===== src/rtl/pilst_pkg.sv =====
package pilst_pkg;

   localparam int IDX_W = 10;
   localparam int NS_W  = 63;
   localparam int CNT_W = 64;

   localparam logic [NS_W-1:0] NS_MAX = {NS_W{1'b1}};

   localparam logic CSR_USE_WALL_CLOCK = 1'b0;
   localparam logic CSR_OVERHEAD_NS    = 1'b1;

   localparam logic REQ_RECORD = 1'b0;
   localparam logic REQ_READ   = 1'b1;

   typedef enum logic [3:0] {
      ST_CLEAR,
      ST_IDLE,
      ST_READ,
      ST_DIFF,
      ST_OVH,
      ST_TOT,
      ST_CALL,
      ST_ERR,
      ST_MIN,
      ST_MAX,
      ST_WRITE
   } state_type;

   typedef struct packed {
      logic [CNT_W-1:0] calls;
      logic [CNT_W-1:0] errors;
      logic [NS_W-1:0]  total_ns;
      logic [NS_W-1:0]  min_ns;
      logic [NS_W-1:0]  max_ns;
   } entry_type;

   localparam entry_type ENTRY_RESET = '{
      calls:    '0,
      errors:   '0,
      total_ns: '0,
      min_ns:   NS_MAX,
      max_ns:   '0
   };

endpackage


===== src/rtl/pilst_ram.sv =====
module pilst_ram
   import pilst_pkg::*;
#(
   parameter int WIDTH = 8,
   parameter int DEPTH = 16
) (
   input  logic                     clock,
   input  logic                     we,
   input  logic [$clog2(DEPTH)-1:0] waddr,
   input  logic [WIDTH-1:0]         wdata,
   input  logic                     re,
   input  logic [$clog2(DEPTH)-1:0] raddr,
   output logic [WIDTH-1:0]         rdata
);

   logic [WIDTH-1:0] mem_ff [DEPTH];
   logic [WIDTH-1:0] rdata_ff;

   always_ff @(posedge clock) begin
      if (we) begin
         mem_ff[waddr] <= wdata;
      end
      if (re) begin
         rdata_ff <= mem_ff[raddr];
      end
   end

   assign rdata = rdata_ff;

endmodule


===== config.mk =====
export PLATFORM = sky130hd
export DESIGN_NAME = pilst_ram
export DESIGN_NICKNAME = d
export VERILOG_FILES = /design/src/rtl/pilst_pkg.sv /design/src/rtl/pilst_ram.sv
export SDC_FILE = /design/constraint.sdc
export NUM_CORES = 1
export LEC_CHECK = 0
export ABC_AREA = 1
export BUFFER_PORTS_ARGS = -buffer_cell sky130_fd_sc_hd__buf_2
export CORE_MARGIN = 3
export CORE_UTILIZATION = 55
export CTS_CLUSTER_DIAMETER = 120
export DETAILED_ROUTE_END_ITERATION = 12
export PLACE_DENSITY = 0.84
export SETUP_SLACK_MARGIN = 0.3
export SYNTH_ARGS = -nofsm -noshare
export SYNTH_HDL_FRONTEND = slang
export SYNTH_SLANG_ARGS = --single-unit

===== constraint.sdc =====
create_clock -name clock -period 1.1 [get_ports clock]
set_input_delay 0.22 -clock clock [delete_from_list [all_inputs] [get_ports clock]]
set_output_delay 0.22 -clock clock [all_outputs]
set_load 0.02 [all_outputs]

Word level (Yosys, flattened, before mapping)
Memories as Yosys holds them, arrays and structs flattened. A register that Yosys moved wholly into a read port is not among the register bits.
Index checks and enable logic that the tools add are counted.
- RAM bits: 128
- memories kept: 1
- word-level logic and storage cells: 3
- latch bits: 0
- input bits: 19
- bits in registers: 0
- output and inout port bits: 8
- bits in read-only memories: 0
- bitwise logic cells: 0
- add/sub/neg operators: 0
- multipliers: 0
- div/mod/pow operators: 0
- equal/unequal tests: 0
- reductions and logical operators: 0
- shift-type cells: 0
- magnitude comparators: 0
- multiplexer cells: 2
- memories (name ; words ; bits a word ; read ports ; clocked after Yosys merged registers in ; wr ports ; RTL line ; RTL):
    mem_ff ; 16 ; 8 ; 1 ; 1 ; 1 ; pilst_ram.sv:16 ; logic [WIDTH-1:0] mem_ff [DEPTH];
- operator list (kind ; count):
    1-bit two-way mux ; 2

Logic depth before layout (Yosys ltp)
Gate-level depths: netlist of run 1.
- depth after elaboration: 2
- gate-level depth with buffers: 8
- gate-level depth less buffers: 7

Worst setup path after synthesis of run 1
No wires, ideal clock.
- kind: input to register
- start: in waddr[3]
- end: mem mem_ff[4][0] (enable)
- setup slack: -0.071 ns
- cell stages on the path: 2
- setup time: 0.370 ns
- buffers on the path: 0
- required time: 0.730 ns
- data arrival time: 0.801 ns
- cell sequence: nand3b_1 -> nor2_1
- RTL lines (element ; RTL line ; RTL):
    start: declaration ; pilst_ram.sv:9 ; input logic [$clog2(DEPTH)-1:0] waddr,
    end: declaration ; pilst_ram.sv:16 ;
Straight into the memory's write port.

Worst setup path in the final report of run 1
- start: reg rdata_ff[6], in the netlist rdata[6] (read register of mem_ff)
- end: out rdata[6]
- RTL lines (element ; RTL line ; RTL):
    start: declaration ; pilst_ram.sv:17 ; logic [WIDTH-1:0] rdata_ff;
    end: declaration ; pilst_ram.sv:13 ; output logic [WIDTH-1:0] rdata
No word-level cell between the ends.

==> results of run 1 <==
-- layout make-up --
type / count / area [um2] / share of cell area [%]
tap: 136 / 170 / 2.24
multi-input combinational: 289 / 1680 / 22.1
timing repair buffer: 55 / 567 / 7.47
clock buffer: 18 / 418 / 5.51
clock inverter: 14 / 277 / 3.64
sequential: 136 / 4080 / 53.8
inverter: 102 / 395 / 5.21
-- cell usage in the layout (no fill, tap or decap) --
| master | Yosys | final |
|---|---|---|
| nand2_2 | 0 | 21 |
| buf_2 | 13 | 19 |
| nand3_1 | 97 | 40 |
| nand2_1 | 173 | 148 |
| edfxtp_1 | 136 | 136 |
| inv_2 | 2 | 2 |
| nand2_4 | 0 | 4 |
| clkbuf_8 | 0 | 1 |
| buf_4 | 4 | 15 |
| clkbuf_16 | 0 | 16 |
| nand3b_1 | 2 | 2 |
| clkinvlp_4 | 0 | 1 |
| buf_6 | 6 | 7 |
| nand3_4 | 0 | 1 |
| buf_12 | 0 | 14 |
| clkinv_4 | 0 | 1 |
| nor2_4 | 0 | 9 |
| inv_1 | 100 | 95 |
| clkinv_2 | 0 | 4 |
| clkbuf_1 | 0 | 1 |
| bufinv_16 | 0 | 8 |
| inv_4 | 0 | 5 |
| nor2_2 | 0 | 8 |
| nand3_2 | 0 | 56 |
-- through the flow --
stage | TNS (ns) | hold WS [ns] | instances | cell area, um2 | utilization (%)
6_report | -1.63 | 0.0573 | 750 | 7590 | 73.5
5_1_grt | -2.14 | 0.0364 | 750 | 7590 | 73.5
4_1_cts | -1.82 | 0.0368 | 750 | 7430 | 72.0
3_5_place_dp | -18.97 | 0.594 | 718 | 6550 | 63.4
3_3_place_gp | -16.13 | 0.584 | 718 | 6550 | 63.4
2_1_floorplan | 0 | 0.319 | 551 | 6110 | -
-- cell families (layout without fill, tap and decap cells) --
kind of cell	count (synthesis)	count (layout)	share of synthesized area (%)
and+or+nand+nor	289	289	20.8
DFF	136	136	69.8
buffers and inverters	126	189	9.39
-- registers in the layout (all words and copies together), names as in the netlist --
name    count
mem_ff    128
rdata       8
-- where the power goes --
part / internal, uW / switching [uW] / leakage (uW)
sequential: 5840 / 41.5 / 0.00124
clock: 4580 / 2030 / 0.000339
combinational: 333 / 630 / 0.00165
-- metal layers --
metal / up-vias / track usage (%) / wire length, um
met4: 0 / 9.56 / 369
li1: 1887 / - / -
met2: 213 / 41.1 / 6980
met3: 34 / 7.58 / 1130
met5: - / 0 / 0
met1: 1946 / 29.1 / 5000
-- what timing repair did --
| item | in CTS | in global routing |
|---|---|---|
| resized for setup | 44 | 36 |
| endpoints found under the setup margin | 16 | 16 |
| setup buffers | 0 | 0 |
| pin swaps | 36 | 36 |
-- worst max-delay path by stage --
stage	end	slack, ns	depth (start not counted)
floorplan	mem_ff[10][0]	0.006	2
global placement	rdata[1]	-0.25	8
detailed placement	rdata[1]	-0.28	8
CTS	rdata[0]	-0.26	1
global route	rdata[0]	-0.28	1
finish	rdata[6]	-0.23	1
==> flow_summary_export.csv, run 1 <==
group,metric,value,unit
setup_path,r2r_start,"mem_ff[12][6]",
place,port_buffers,26,
power_and_ir_drop,peakVddDrop,1.02,mV
status,status,"finished, violations left",
yosys,synth_warnings,0,
yosys,synth.most_common_cell,"nand2_1",
clocking,clock_sinks,136,
yosys,yosysUniqueCellTypes,11,
setup_path,slowest_delay,0.43,ns
sta,tightestPinTransition,0.492,ns
yosys,synth_edf_count,136,
setup_path,crit_path_end_kind,"primary output",
sta,finClkSkew,0.00520,ns
global_route,grt_use_total,24.3,%
yosys,synthCells,551,
setup_path,critPathRequiredTime,0.88,ns
drt,drt_first_iter_violations,423,
yosys,avgSynthCellArea,10.6,um2
layout,syn_to_final_growth,29.8,%
sta,rsz0062_at_grt,"true",
setup_path,path_cells,"buf_6",
setup_path,critical_path_buf_inv_count,1,
sta,setup_viol,9,
clocking,numCtsBuffers,17,
worst_hold_path,hold_class,"in -> reg",
die,die_h,109,um
yosys,synth_area_leaders,"edfxtp_1 (70%), nand2_1 (11%), nand3_1 (8.3%), inv_1 (6.4%), buf_6 (1.2%)",
global_route,grt_pass1_vias,4039,
worst_hold_path,hold_depth,1,
clocking,path_clk_slew,0.06,ns
sta,hold_viol_final,0,
yosys,synth_top_area_cell,"edfxtp_1",
setup_path,rr_endpoint,"rdata[6]",
sta,worst_slack,-0.232,ns
yosys,yosysTopAreaCellShare,69.8,%
yosys,ys_seq_elements,136,
yosys,syn-num-nets,570,
place,dpl.hpwl,8270,um
sta,period_needed,1.33,ns
setup_path,r2r_cells,6,
setup_path,worstSetupPathType,"reg -> out",
status,violations,"setup timing",
drt,wl_per_cell,18.0,um
setup_path,worst-path-max-fanout,1,
layout,layout-drive-gt1-share,31.3,%
place,dp_slack,-0.277,ns
sta,finalCritPeriodShare,121,%
setup_path,regToRegSetupSlack,-0.03,ns
yosys,ys_seq_area_share,69.8,%
die,die_w,109,um
sta,max_freq,751,MHz
worst_hold_path,hp-start,"re",
setup_path,slowest_stage,"edfxtp_1",
yosys,synth_area,0.00585,mm2
yosys,ys_top_cells_by_count,"nand2_1 (173), edfxtp_1 (136), inv_1 (100)",
drt,routed_wl,13500,um
global_route,grt.overflow.total,0,
power_and_ir_drop,leakagePower,0.00322,uW
clocking,cts_tree,"done",
clocking,ctsRootBufferMaster,"clkbuf_8",
worst_hold_path,hold_end,"rdata[2]",
yosys,synth_ff_type,"edfxtp_1",
clocking,cts_hold_buf,0,
sta,slew_viol_final,0,
sta,relSlewSlack,67.2,%
layout,fin_nets,620,
global_route,antenna_found_initial,0,
place,globalplace.congestion,0.869,
die,core_area,0.0103,mm2
die,ios,27,
flow_run,drv_cap,0,
power_and_ir_drop,power.total,13500,uW
clocking,insertion_delay,0.53,ns
setup_path,critPathTopFamily,"flip-flops",
setup_path,crit_start,"rdata[6]",
setup_path,worstPathArrival,1.11,ns
setup_path,startpoint_type,"flop",
drt,viasPerCell,5.44,
global_route,grt_max_degree,41,
clocking,htree_levels,4,
drt,vias,4080,
drt,ant_nets,0,
die,dieArea,0.0119,mm2
drt,dr.pass1.iters,5,
clocking,clk_path_buf_depth,2,
yosys,async_flop_share,0,%
power_and_ir_drop,power_per_cell_area,1770,mW/mm2
die,rows,37,
drt,drc,0,
global_route,grt_pass1_wl,20700,um
layout,antenna_cells,0,
layout,fillerInstances,615,
die,initial_core_util,56.6,%
Power figures use the tool's default switching activity.
==> run 2, diff against run 1 <==
--- a/config.mk
+++ b/config.mk
@@ -7,11 +7,12 @@
 export LEC_CHECK = 0
 export ABC_AREA = 1
 export BUFFER_PORTS_ARGS = -buffer_cell sky130_fd_sc_hd__buf_2
-export CORE_MARGIN = 3
+export CORE_MARGIN = 2
 export CORE_UTILIZATION = 55
 export CTS_CLUSTER_DIAMETER = 120
 export DETAILED_ROUTE_END_ITERATION = 12
 export PLACE_DENSITY = 0.84
+export RECOVER_POWER = 100
 export SETUP_SLACK_MARGIN = 0.3
 export SYNTH_ARGS = -nofsm -noshare
 export SYNTH_HDL_FRONTEND = slang
==> run 2 against run 1 <==
The flow still finishes with violations (setup timing); register-to-register slack worse by 0.10 ns; clock skew is 0.0026 ns higher; non-clock buffer count down 2; maximum frequency increased by 0.80%; sequential power about the same; count of clock-buffer cells in the layout stayed put; utilization down 2.3 points; via count grew 5.5%; critical path depth is the same; critical path type unchanged; largest power group is now registers.
==> flow_summary_export.csv, run 2 (synthesized netlist as in run 1, its figures left out) <==
group,metric,value,unit
status,status,"finished, violations left",
status,violations,"setup timing",
drt,dr.pass1.iters,5,
global_route,antenna_found_initial,0,
drt,viasPerCell,5.77,
global_route,grt_max_degree,34,
clocking,clock_sinks,136,
drt,drc,0,
power_and_ir_drop,power_per_cell_area,1670,mW/mm2
clocking,numCtsBuffers,17,
clocking,path_clk_slew,0.06,ns
layout,syn_to_final_growth,25.7,%
flow_run,drv_cap,0,
clocking,insertion_delay,0.53,ns
power_and_ir_drop,peakVddDrop,0.949,mV
layout,layout-drive-gt1-share,27.7,%
setup_path,slowest_delay,0.42,ns
setup_path,slowest_stage,"edfxtp_1",
global_route,grt_pass1_vias,4337,
sta,hold_viol_final,0,
setup_path,crit_path_end_kind,"primary output",
die,die_w,107,um
setup_path,worstSetupPathType,"reg -> out",
sta,tightestPinTransition,0.919,ns
layout,largest_reg_flops,128,
layout,fin_cells,746,
sta,setup_viol,16,
power_and_ir_drop,leakagePower,0.00317,uW
sta,max_freq,757,MHz
place,dpl.hpwl,8590,um
clocking,clk_path_buf_depth,2,
sta,fin_tns_setup,-1.80,ns
sta,period_needed,1.32,ns
worst_hold_path,hold_depth,3,
setup_path,critPathRequiredTime,0.88,ns
setup_path,regToRegSetupSlack,-0.13,ns
setup_path,critPathTopFamily,"flip-flops",
layout,layout_commonest_cell,"nand2_1",
place,port_buffers,26,
drt,routed_wl,15400,um
sta,finalCritPeriodShare,120,%
global_route,grt.overflow.total,0,
place,globalplace.congestion,0.906,
clocking,cts_tree,"done",
sta,slew_viol_final,0,
setup_path,worst-path-max-fanout,1,
drt,vias,4304,
sta,relSlewSlack,38.8,%
clocking,htree_levels,4,
layout,regMostFlops,"mem_ff",
drt,ant_nets,0,
clocking,postCtsSetupRepairBufs,0,
die,initial_core_util,56.6,%
setup_path,r2r_start,"mem_ff[7][3]",
layout,final_cell_mix,"nand2_1 (146), edfxtp_1 (136), inv_1 (94), nand3_2 (63), nand3_1 (33)",
worst_hold_path,hp-start,"raddr[3]",
global_route,grt_use_total,27.5,%
die,ios,27,
worst_hold_path,hold_class,"in -> reg",
sta,finClkSkew,0.00784,ns
drt,drt_first_iter_violations,593,
setup_path,r2r_cells,6,
layout,fin_nets,618,
place,placed_cells,716,
power_and_ir_drop,power.total,12300,uW
die,die_h,107,um
global_route,grt_pass1_wl,22700,um
setup_path,rr_endpoint,"rdata[3]",
setup_path,path_cells,"buf_6",
die,dieArea,0.0115,mm2
setup_path,startpoint_type,"flop",
die,core_area,0.0103,mm2
sta,rsz0062_at_grt,"true",
drt,wl_per_cell,20.7,um
worst_hold_path,hold_end,"rdata[1]",
sta,worst_slack,-0.221,ns
place,dp_slack,-0.285,ns
setup_path,worstPathArrival,1.10,ns
layout,antenna_cells,0,
setup_path,critical_path_buf_inv_count,1,
die,rows,37,
layout,post-route-util,71.2,%
clocking,ctsRootBufferMaster,"clkbuf_8",
[run 2: cell count changes in the layout (fill, tap and decap cells not counted), moves of 3 or more]
cell | before | now
bufinv_16 | 8 | 3
buf_2 | 19 | 7
buf_12 | 14 | 7
nor2_4 | 9 | 6
nand2_2 | 21 | 24
dlymetal6s2s_1 | 0 | 5
nand3_1 | 40 | 33
clkbuf_1 | 1 | 13
clkinv_1 | 0 | 4
buf_4 | 15 | 11
nor2_1 | 0 | 8
nand3_2 | 56 | 63
nor2_2 | 8 | 3
[run 2: how the worst max path moves through the flow]
stage                          endpoint  slack (ns)  cells past startpoint  startpoint
after detailed placement       rdata[6]       -0.28                      7    raddr[0]
after floorplan           mem_ff[10][0]       0.006                      2    waddr[2]
after CTS                      rdata[5]       -0.23                      1    rdata[5]
final                          rdata[1]       -0.22                      1    rdata[1]
after global routing           rdata[5]       -0.25                      1    rdata[5]
after global placement         rdata[1]       -0.25                      7    raddr[0]
[run 2: cell type report]
type	instances	area, um2
clock buffers	18	418
clock inverters	12	135
fillers	630	2980
inverters	102	395
multi-input cells	289	1680
flip-flops and latches	136	4080
well taps	136	170
repair buffers	53	469
[run 2: where the power goes]
| part | switching [uW] | internal, uW |
|---|---|---|
| clock | 2010 | 3380 |
| sequential | 42.2 | 5850 |
| combinational | 682 | 330 |
| total | 2730 | 9550 |
[run 2: what timing repair did]
item	in CTS	in global routing
gates cloned	0	0
setup endpoints to repair	16	24
resized for setup	56	37
hold buffers	0	0
pin swaps	35	30
[run 2: per-layer routing]
metal  GRT usage [%]  vias up  part of all wire (%)
met5               0        -                     0
met1            32.9     2011                    35
met2            43.1      337                    49
li1                -     1878                     -
met3            7.42       78                    10
met4            19.4        0                   5.4
[run 2: per-stage QoR]
step / area, um2 / hold slack (ns)
after global placement: 6550 / 0.580
after global routing: 7350 / 0.118
after detailed placement: 6550 / 0.582
after CTS: 7350 / 0.0329
final: 7350 / 0.111
after floorplan: 6110 / 0.319
==> run 3, diff against run 2 <==
--- a/config.mk
+++ b/config.mk
@@ -7,6 +7,8 @@
 export LEC_CHECK = 0
 export ABC_AREA = 1
 export BUFFER_PORTS_ARGS = -buffer_cell sky130_fd_sc_hd__buf_2
+export CAP_MARGIN = 10
+export CORE_ASPECT_RATIO = 1.5
 export CORE_MARGIN = 2
 export CORE_UTILIZATION = 55
 export CTS_CLUSTER_DIAMETER = 120
==> run 3 against run 2 <==
Non-clock buffer count is 3 lower; setup slack gained 0.10 ns; combinational power barely moved; the run still ends with setup timing left.
==> flow_summary_export.csv, run 3 (synthesized netlist as in run 1, its figures left out) <==
group,metric,value,unit
setup_path,path_cells,"inv_1 > nand2_1 > nand3_1 > nand3_2 > nand3_1 > nand2_1",
drt,vias,4350,
clocking,postCtsSetupRepairBufs,0,
setup_path,slowest_stage,"edfxtp_1",
sta,fin_tns_setup,-1.01,ns
setup_path,worstPathArrival,1.40,ns
setup_path,worstSetupPathType,"reg -> reg",
layout,post-route-util,70.0,%
power_and_ir_drop,leakagePower,0.00308,uW
global_route,grt_pass1_vias,4156,
setup_path,worst-path-max-fanout,1,
setup_path,crit_path_end_kind,"flop",
layout,final_cell_mix,"nand2_1 (139), edfxtp_1 (136), inv_1 (88), nand3_2 (75), nand2_2 (30)",
worst_hold_path,hold_end,"rdata[7]",
status,violations,"setup timing",
die,die_h,130,um
clocking,numCtsBuffers,17,
clocking,htree_levels,4,
power_and_ir_drop,power_per_cell_area,1640,mW/mm2
die,rows,46,
layout,regMostFlops,"mem_ff",
layout,layout_commonest_cell,"nand2_1",
place,dpl.hpwl,8840,um
sta,finClkSkew,0.00679,ns
die,ios,27,
setup_path,r2r_start,"mem_ff[9][0]",
global_route,grt_pass1_wl,22600,um
die,dieArea,0.0115,mm2
sta,rsz0062_at_grt,"true",
sta,period_needed,1.22,ns
worst_hold_path,hp-start,"re",
sta,finalCritPeriodShare,111,%
sta,setup_viol,15,
layout,antenna_cells,0,
drt,wl_per_cell,21.1,um
setup_path,rr_endpoint,"rdata[0]",
die,die_w,88.2,um
setup_path,critPathRequiredTime,1.28,ns
setup_path,r2r_cells,6,
power_and_ir_drop,peakVddDrop,1.16,mV
layout,largest_reg_flops,128,
drt,drc,0,
setup_path,startpoint_type,"flop",
worst_hold_path,hold_depth,1,
clocking,path_clk_slew,0.06,ns
die,initial_core_util,55.8,%
clocking,cts_tree,"done",
drt,routed_wl,15900,um
drt,ant_nets,0,
power_and_ir_drop,power.total,12000,uW
layout,fin_nets,615,
clocking,insertion_delay,0.43,ns
global_route,grt_max_degree,47,
setup_path,slowest_delay,0.41,ns
clocking,ctsRootBufferMaster,"clkbuf_16",
place,port_buffers,26,
global_route,antenna_found_initial,0,
setup_path,regToRegSetupSlack,-0.12,ns
drt,dr.pass1.iters,9,
layout,syn_to_final_growth,25.3,%
die,core_area,0.0105,mm2
sta,worst_slack,-0.121,ns
clocking,clk_path_buf_depth,2,
clocking,clock_sinks,136,
setup_path,critical_path_buf_inv_count,1,
drt,viasPerCell,5.78,
global_route,grt_use_total,27.5,%
status,status,"finished, violations left",
sta,max_freq,819,MHz
flow_run,drv_cap,0,
global_route,grt.overflow.total,0,
sta,tightestPinTransition,0.933,ns
setup_path,critPathTopFamily,"simple AND/OR/NAND/NOR gates",
sta,slew_viol_final,0,
layout,layout-drive-gt1-share,32.5,%
place,globalplace.congestion,0.945,
drt,drt_first_iter_violations,726,
worst_hold_path,hold_class,"in -> reg",
sta,hold_viol_final,0,
sta,relSlewSlack,37.8,%
[run 3: per-stage QoR]
step	cell area (um2)	setup slack, ns	std cells	hold WS, ns
after floorplan	6110	0.00636	551	0.319
after global placement	6480	-0.250	721	0.586
after detailed placement	6480	-0.280	721	0.587
after CTS	7290	-0.130	753	0.152
after global routing	7330	-0.148	753	0.276
final	7330	-0.121	753	0.267
[run 3: report_power, final]
group / internal (uW) / switching (uW) / leakage [uW]
Clock: 3040 / 2030 / 0.000246
Combinational: 326 / 700 / 0.00160
Sequential: 5850 / 42.3 / 0.00124
Total: 9210 / 2780 / 0.00308
[run 3: what timing repair did]
item	4_1_cts	5_1_grt
resized for setup	66	61
cloned	0	0
endpoints found under the hold margin	0	0
hold buffers	0	0
pin swaps	44	47
setup endpoints to repair	88	85
[run 3: worst max path at each step]
| stage | startpoint | endpoint | slack [ns] | cells after the start |
|---|---|---|---|---|
| finish | mem_ff[9][0] | rdata[0] | -0.12 | 6 |
| global route | mem_ff[8][0] | rdata[0] | -0.15 | 6 |
| CTS | rdata[4] | rdata[4] | -0.13 | 1 |
| detailed placement | raddr[0] | rdata[4] | -0.28 | 7 |
| global placement | raddr[0] | rdata[4] | -0.25 | 7 |
| floorplan | waddr[2] | mem_ff[10][0] | 0.006 | 2 |
[run 3: layer usage]
layer	up-vias	global-route usage, %	routed length [um]
li1	1872	-	-
met3	99	6.01	1580
met1	2028	33.6	5350
met2	351	45.1	7920
met5	-	0	0
met4	0	15.3	1020
[run 3: final cells by class]
type / count / area [um2]
inverter: 102 / 395
sequential: 136 / 4080
timing repair buffer: 50 / 398
clock inverter: 12 / 85.1
fill: 665 / 3150
multi-input combinational: 289 / 1750
clock buffer: 20 / 437
tap: 144 / 180
